===== config.mk =====
export PLATFORM = sky130hd
export DESIGN_NAME = tpla_ctrl
export DESIGN_NICKNAME = d
export VERILOG_FILES = /design/src/rtl/track_path_length_accumulator_defines.svh /design/src/rtl/tpla_pkg.sv /design/src/rtl/tpla_ctrl.sv
export SDC_FILE = /design/constraint.sdc
export NUM_CORES = 1
export LEC_CHECK = 0
export ABC_CLOCK_PERIOD_IN_PS = 1600
export BUFFER_PORTS_ARGS = -buffer_cell sky130_fd_sc_hd__buf_2
export CELL_PAD_IN_SITES_DETAIL_PLACEMENT = 1
export CELL_PAD_IN_SITES_GLOBAL_PLACEMENT = 1
export CORE_AREA = 2 2 39 41
export CTS_CLUSTER_DIAMETER = 120
export DETAILED_ROUTE_END_ITERATION = 8
export DIE_AREA = 0 0 41 43
export GPL_TIMING_DRIVEN = 0
export PLACE_DENSITY_LB_ADDON = 0.1
export SLEW_MARGIN = 20
export SYNTH_ARGS = -nofsm -noshare
export SYNTH_HDL_FRONTEND = slang
export SYNTH_SLANG_ARGS = --single-unit
export TNS_END_PERCENT = 50

===== constraint.sdc =====
create_clock -name clk -period 1.6 [get_ports clk]
set_input_delay 0.32 -clock clk [delete_from_list [all_inputs] [get_ports clk]]
set_output_delay 0.32 -clock clk [all_outputs]
set_load 0.03 [all_outputs]

===== src/rtl/track_path_length_accumulator_defines.svh =====
// ---------------------------------------------------------------------------
// track_path_length_accumulator_defines
// assertion macros used by the path length accumulator datapath
// ---------------------------------------------------------------------------
`ifndef TRACK_PATH_LENGTH_ACCUMULATOR_DEFINES_SVH
`define TRACK_PATH_LENGTH_ACCUMULATOR_DEFINES_SVH

// implication checked at every clock edge outside reset
`define TPLA_ASSERT_IMPL(lbl, ante, cons, msg) \
  lbl: assert property (@(posedge clk) disable iff (rst) (ante) |-> (cons)) else $error(msg);

// implication whose consequent is checked in the cycle after the antecedent
`define TPLA_ASSERT_NEXT(lbl, ante, cons, msg) \
  lbl: assert property (@(posedge clk) disable iff (rst) (ante) |=> (cons)) else $error(msg);

`endif


===== src/rtl/tpla_pkg.sv =====
// ---------------------------------------------------------------------------
// tpla_pkg
// widths, fix codes and controller/datapath interface types
// ---------------------------------------------------------------------------
package tpla_pkg;

  localparam int COORD_BITS = 24;
  localparam int COUNT_BITS = 20;
  localparam int PATH_BITS  = 40;
  localparam int OSUM_BITS  = 46;
  localparam int DIFF_BITS  = COORD_BITS + 1;
  localparam int SQ_BITS    = 2 * DIFF_BITS;
  localparam int ROOT_BITS  = SQ_BITS / 2;
  localparam int DIST_BITS  = COORD_BITS + 1;

  localparam logic [1:0] FUNC_START = 2'd1;
  localparam logic [1:0] FUNC_STOP  = 2'd2;

  typedef struct packed {
    logic load;
    logic start;
    logic diff;
    logic square;
    logic root_start;
    logic accum;
    logic div_start;
    logic out_load;
  } tpla_cmd_t;

  typedef struct packed {
    logic running;
    logic is_start;
    logic is_stop;
    logic root_busy;
    logic div_busy;
    logic out_free;
  } tpla_stat_t;

  // magnitude of a - b
  function automatic logic [DIFF_BITS-1:0] abs_diff(
    input logic signed [COORD_BITS-1:0] a,
    input logic signed [COORD_BITS-1:0] b
  );
    logic signed [DIFF_BITS-1:0] d;
    d = DIFF_BITS'(a) - DIFF_BITS'(b);
    if (d < 0) begin
      abs_diff = DIFF_BITS'(-d);
    end else begin
      abs_diff = DIFF_BITS'(d);
    end
  endfunction

endpackage


===== src/rtl/tpla_ctrl.sv =====
// ---------------------------------------------------------------------------
// tpla_ctrl
// sequencer for one fix: decide, square, root, accumulate, divide, output
// ---------------------------------------------------------------------------
module tpla_ctrl (
  input  logic                 clk,
  input  logic                 rst,
  input  logic                 in_valid,
  output logic                 in_stall,
  input  tpla_pkg::tpla_stat_t stat,
  output tpla_pkg::tpla_cmd_t  cmd
);
  import tpla_pkg::*;

  typedef enum logic [3:0] {
    S_IDLE, S_DECIDE, S_SQUARE, S_ROOTGO, S_ROOT, S_ACC, S_DIVGO, S_DIV, S_OUT
  } state_t;

  state_t state;
  state_t state_next;

  assign in_stall = state != S_IDLE;

  always_comb begin
    state_next = state;
    cmd        = '0;
    unique case (state)
      S_IDLE: begin
        if (in_valid) begin
          cmd.load   = 1'b1;
          state_next = S_DECIDE;
        end
      end
      S_DECIDE: begin
        if (stat.running) begin
          cmd.diff   = 1'b1;
          state_next = S_SQUARE;
        end else begin
          cmd.start  = stat.is_start;
          state_next = S_IDLE;
        end
      end
      S_SQUARE: begin
        cmd.square = 1'b1;
        state_next = S_ROOTGO;
      end
      S_ROOTGO: begin
        cmd.root_start = 1'b1;
        state_next     = S_ROOT;
      end
      S_ROOT: begin
        if (!stat.root_busy) begin
          state_next = S_ACC;
        end
      end
      S_ACC: begin
        cmd.accum  = 1'b1;
        state_next = stat.is_stop ? S_DIVGO : S_IDLE;
      end
      S_DIVGO: begin
        cmd.div_start = 1'b1;
        state_next    = S_DIV;
      end
      S_DIV: begin
        if (!stat.div_busy) begin
          state_next = S_OUT;
        end
      end
      S_OUT: begin
        if (stat.out_free) begin
          cmd.out_load = 1'b1;
          state_next   = S_IDLE;
        end
      end
      default: state_next = S_IDLE;
    endcase
  end

  always_ff @(posedge clk) begin
    if (rst) begin
      state <= S_IDLE;
    end else begin
      state <= state_next;
    end
  end

endmodule


==> impl_metrics.yaml, run 1 <==
synth:
  yosys_most_used_dff: "dfxtp_1"
  synth_top_area_share_pct: 24.6
  netlist_instances: 43
  synthTopCellsByArea: "dfxtp_1 25%, nand2b_1 7.7%, nor3_1 6.2%"
  synth_common_cells: "5 x nor2_1, 4 x dfxtp_1, 4 x nand2b_1, 4 x nor3_1"
  ys_warn_count: 0
  ys_ff_latch: 4
  synth_top_area_cell: "dfxtp_1"
  avgSynthCellArea_um2: 7.57
  ys_seq_area_share_pct: 24.6
  netlist_area_um2: 325
  ys_async_sr_fraction_pct: 0
  synth-edff-count: 0
  synth_most_common_cell: "nor2_1"
  synthDistinctLibCells: 24
  syn_nets: 52
route:
  vias: 390
  drc: 0
  dr.pass1.iters: 2
  postRouteWirelength_um: 971
  drtIter0Drc: 2
  drtAntennaViolNets: 0
  routed_via_density: 4.88
  wl_per_cell_um: 12.1
setup_path:
  cp-start-kind: "register"
  critPathMaxFanout: 2
  cp.arrival_ns: 1.35
  worstPathRequired_ns: 1.28
  crit_path_end_kind: "primary output"
  path_class: "reg -> out"
floorplanning:
  die-area_um2: 1760
  dieWidth_um: 41
  coreArea_um2: 1380
  initial_utilization_pct: 23.5
  die_y_um: 43
  ios: 18
  fp-row-count: 14
final_layout:
  layout-drive-gt1-share_pct: 53.1
  largestRegisters: "state: 4 flops"
  multiInputGateArea_um2: 248
  final_util_pct: 37.7
  final_net_count: 75
  num-fill-cells: 172
  fin_cells: 80
  regMostFlops: "state"
  regArea_um2: 85.1
  area_growth_pct: 60.4
  antenna-diode-count: 0
  largest_register_ffs: 4
global_routing:
  grt_overflow: 0
  antenna_found_initial: 0
  grt_pass1_vias: 351
  grt_start_max_net_pins: 11
  grt.total_usage_pct: 13.0
  grt_pass1_wl_um: 1570
power_and_ir_drop:
  cellLeakagePower_nw: 0.260
  p_per_area_nw_per_um2: 690
  vdd_ir_drop_max_mv: 0.316
sta:
  finalHoldViolations: 0
  period_share_pct: 104
  slew_headroom_pct: 76.3
  final_max_slew_viol_count: 0
  min_period_ns: 1.67
  finClkSkew_ns: 0.00290
  fin_setup_tns_ns: -0.0660
  worst_slew_pin_slew_ns: 0.353
  holdWs_ns: 0.293
  fmax_ghz: 0.600
  worst_slack_ns: -0.0660
  setup_viol: 1
  rsz0062_at_grt: "yes"
clocking:
  cts_tree: "yes"
  clockBufferDepth: 2
  cts_made_buffers: 3
  h-tree-depth: 1
  clock_sinks: 4
  root_buffer: "clkbuf_4"
  clk_pin_slew_ns: 0.04
  cts_hold_buf: 0
  worstSkewPairLatency_ns: 0.24
place:
  gp_congestion: 0.661
  hpwl_um: 687
  place_ws_ns: 0.0618
  dp_cells: 76
  io_buffers: 17
outcome:
  status: "finished with violations"
  violations: "negative setup slack"
min_path:
  hold_path.class: "in -> reg"
run:
  max_cap_violations: 0
[final cells by class]
type                    count  area share [%]
plain buffers               3            4.56
clock buffers               3            4.32
inverters                   1           0.719
multi-input cells          34            47.5
flip-flops and latches      4            16.3
well taps                  16            3.84
repair buffers             19            22.8
[kinds of logic after synthesis]
kind of cell           after synthesis  synth area share (%)
DFF                                  4                  24.6
AOI/OAI and AO/OA                    7                  16.2
muxes                                2                  6.54
and+or+nand+nor                     25                  44.6
buffers and inverters                5                  8.08
[through the flow]
step / total power, mW / area (um2)
3_5_place_dp: 0.218 / 433
3_3_place_gp: 0.218 / 433
2_1_floorplan: 0.184 / 328
5_1_grt: 0.386 / 522
4_1_cts: 0.361 / 517
6_report: 0.360 / 522
[layer usage]
| layer | GRT usage, % | wire (um) | vias to the layer above |
|---|---|---|---|
| met3 | 4.71 | 70 | 0 |
| met2 | 19.4 | 480 | 15 |
| met4 | 2.00 | 0 | 0 |
| met1 | 17.9 | 419 | 179 |
| met5 | 0 | 0 | - |
| li1 | - | - | 196 |
[critical path: stages (launching register included)]
cell,delay (ns)
dfxtp_1,0.31
or4b_4,0.55
nor2_4,0.12
buf_6,0.13
[placed cells by master, fill, tap and decap left out, types with 2 or more instances in the layout]
cell type,instances
buf_2,12
buf_4,6
clkbuf_4,5
nor3_1,4
nand2b_1,4
and3_1,3
buf_6,2
nor2_4,2
nand2_1,2
nor2_1,2
a21oi_1,2
dfxtp_1,2
[worst paths after layout]
path         startpoint  endpoint  slack [ns]  cells after the start
max            state[2]    cmd[0]       -0.07                      3
max reg2reg    state[2]  state[0]        0.34                      4
min                 rst  state[3]        0.29                      2
min reg2reg    state[3]  state[1]        0.59                      2
[report_power, final]
part	internal [mW]	switching, mW
Clock	0.0842	0.0457
Combinational	0.0528	0.0685
Sequential	0.105	0.00388
Total	0.242	0.118
[repair_timing]
action	in CTS	in global routing
pin swaps	1	1
setup buffers	2	0
endpoints found under the setup margin	4	8
gates resized for setup	14	8
Note: power is estimated with default switching activity, not from simulation.
==> inputs of run 2 (changes only) <==
BUFFER_PORTS_ARGS = not set   (was -buffer_cell sky130_fd_sc_hd__buf_2)
DONT_BUFFER_PORTS = 1   (was not set)
==> run 2 against run 1 <==
- the run still ends with negative setup slack left
- critical path type unchanged
- largest cell class unchanged
- critical endpoint unchanged
- total power shrank 5.7%
- hold slack lost 0.15 ns
- fmax grew 2.8%
- non-clock buffer count shrank 17
- global-route usage shrank 2.2 points
- via count shrank 14%
- register-to-register slack is essentially flat
==> impl_metrics.yaml, run 2 (synthesis results as in run 1) <==
final_layout:
  area_growth_pct: 41.2
  layout-drive-gt1-share_pct: 53.2
  fin_cells: 63
  final_cell_mix: "5 x clkbuf_4, 3 x nor2_4, 3 x nand2b_1, 3 x dfxtp_2"
  final_net_count: 58
  regMostFlops: "state"
  antenna-diode-count: 0
  layout_commonest_cell: "clkbuf_4"
  largest_register_ffs: 4
  largestRegisters: "state: 4 flops"
route:
  vias: 335
  drtIter0Drc: 4
  dr.pass1.iters: 2
  routed_via_density: 5.32
  drtAntennaViolNets: 0
  postRouteWirelength_um: 826
  wl_per_cell_um: 13.1
  drc: 0
global_routing:
  use_met2_pct: 17.2
  grt.total_usage_pct: 10.8
  grtUsageMet3_pct: 2.09
  grt_pass1_vias: 319
  grt_overflow: 0
  grt_pass1_wl_um: 1300
  busiest_layer: "met2"
  antenna_found_initial: 0
  grt_start_max_net_pins: 11
  grt_use_met1_pct: 12.9
clocking:
  h-tree-depth: 1
  worstSkewPairLatency_ns: 0.24
  clockBufferDepth: 2
  clk_pin_slew_ns: 0.04
  cts_tree: "yes"
  cts_made_buffers: 3
  cts_hold_buf: 0
  root_buffer: "clkbuf_4"
  clock_sinks: 4
place:
  io_buffers: 0
  gp_congestion: 0.692
  hpwl_um: 647
  dp_cells: 59
power_and_ir_drop:
  switching_power_uw: 108
  vdd_ir_drop_max_mv: 0.272
  p_sw_share_pct: 31.9
  p_int_uw: 231
  power.total_uw: 339
  p_per_area_nw_per_um2: 739
  comb_power_share_pct: 30.6
  cellLeakagePower_nw: 0.182
  power_frac_seq_pct: 32.7
  clkPwrFrac_pct: 36.7
outcome:
  status: "finished with violations"
  violations: "negative setup slack"
sta:
  worst_slack_ns: -0.0207
  finClkSkew_ns: 0.00804
  worst_slew_pin_slew_ns: 0.351
  final_max_slew_viol_count: 0
  period_share_pct: 101
  slew_headroom_pct: 76.6
  holdWs_ns: 0.143
  fmax_ghz: 0.617
  min_period_ns: 1.62
  finalHoldViolations: 0
  setup_viol: 1
  rsz0062_at_grt: "yes"
setup_path:
  worstPathRequired_ns: 1.28
  path_class: "reg -> out"
  reg2reg_to: "state[0]"
  crit_path_end_kind: "primary output"
  critPathMaxFanout: 2
  cp-start-kind: "register"
  cp.arrival_ns: 1.30
  reg2reg_depth: 4
  reg2reg_slack_ns: 0.33
  rr_startpoint: "state[1]"
  crit_path_start: "state[1]"
  crit_end: "cmd[0]"
floorplanning:
  dieWidth_um: 41
  coreArea_um2: 1380
  fp-row-count: 14
  ios: 18
  initial_utilization_pct: 23.5
  die_y_um: 43
  die-area_um2: 1760
run:
  max_cap_violations: 0
min_path:
  hold_path.class: "in -> reg"
==> run 2: changes by cell type in the layout (fill, tap and decap cells not counted), sizes merged <==
cell | previous run | this run
buf | 20 | 3
==> run 2: worst min-delay path by stage <==
stage | start | endpoint | slack, ns | depth (start not counted)
after floorplan | rst | state[2] | 0.39 | 1
after detailed placement | rst | state[2] | 0.39 | 1
after CTS | rst | state[3] | 0.14 | 1
final | rst | state[3] | 0.14 | 1
after global placement | rst | state[2] | 0.40 | 1
after global routing | rst | state[1] | 0.14 | 1
==> run 2: final cells by class <==
class                   count  area [um2]
flip-flops and latches      4        83.8
fillers                   173         925
well taps                  16        20.0
plain buffers               3        26.3
multi-input cells          34         288
repair buffers              2        15.0
inverters                   1        3.75
clock buffers               3        22.5
==> run 2: layer usage <==
metal | share of wire, % | up-vias | routed length (um)
li1 | - | 162 | -
met5 | 0 | - | 0
met1 | 40 | 153 | 333
met3 | 6.9 | 3 | 57
met4 | 2.2 | 0 | 18
met2 | 50 | 17 | 416
==> run 2: what timing repair did <==
item,CTS,global route
pin swaps,2,4
gates resized for setup,15,11
setup buffers,2,0
setup endpoints to repair,7,8
==> run 2: through the flow <==
step / TNS (ns) / area (um2) / util, % / setup slack [ns]
after floorplan: 0 / 328 / - / 0.0307
after global placement: -0.0830 / 348 / 25.1 / -0.0531
after detailed placement: -0.0983 / 348 / 25.1 / -0.0609
after CTS: -0.183 / 434 / 31.4 / -0.0752
after global routing: -0.0497 / 459 / 33.2 / -0.0497
final: -0.0207 / 459 / 33.2 / -0.0207
==> run 2: worst max-delay path: stages, from the launching register on <==
cell     delay, ns
dfxtp_2       0.31
or4b_4        0.55
nor2_4        0.20
==> run 2: power groups by stage <==
stage          registers, mW  logic [mW]  clock network (mW)
2_1_floorplan          0.109      0.0752                   0
3_3_place_gp           0.110      0.0841                   0
3_5_place_dp           0.110      0.0845                   0
4_1_cts                0.109      0.0932               0.130
5_1_grt                0.112       0.112               0.134
6_report               0.111       0.104               0.124
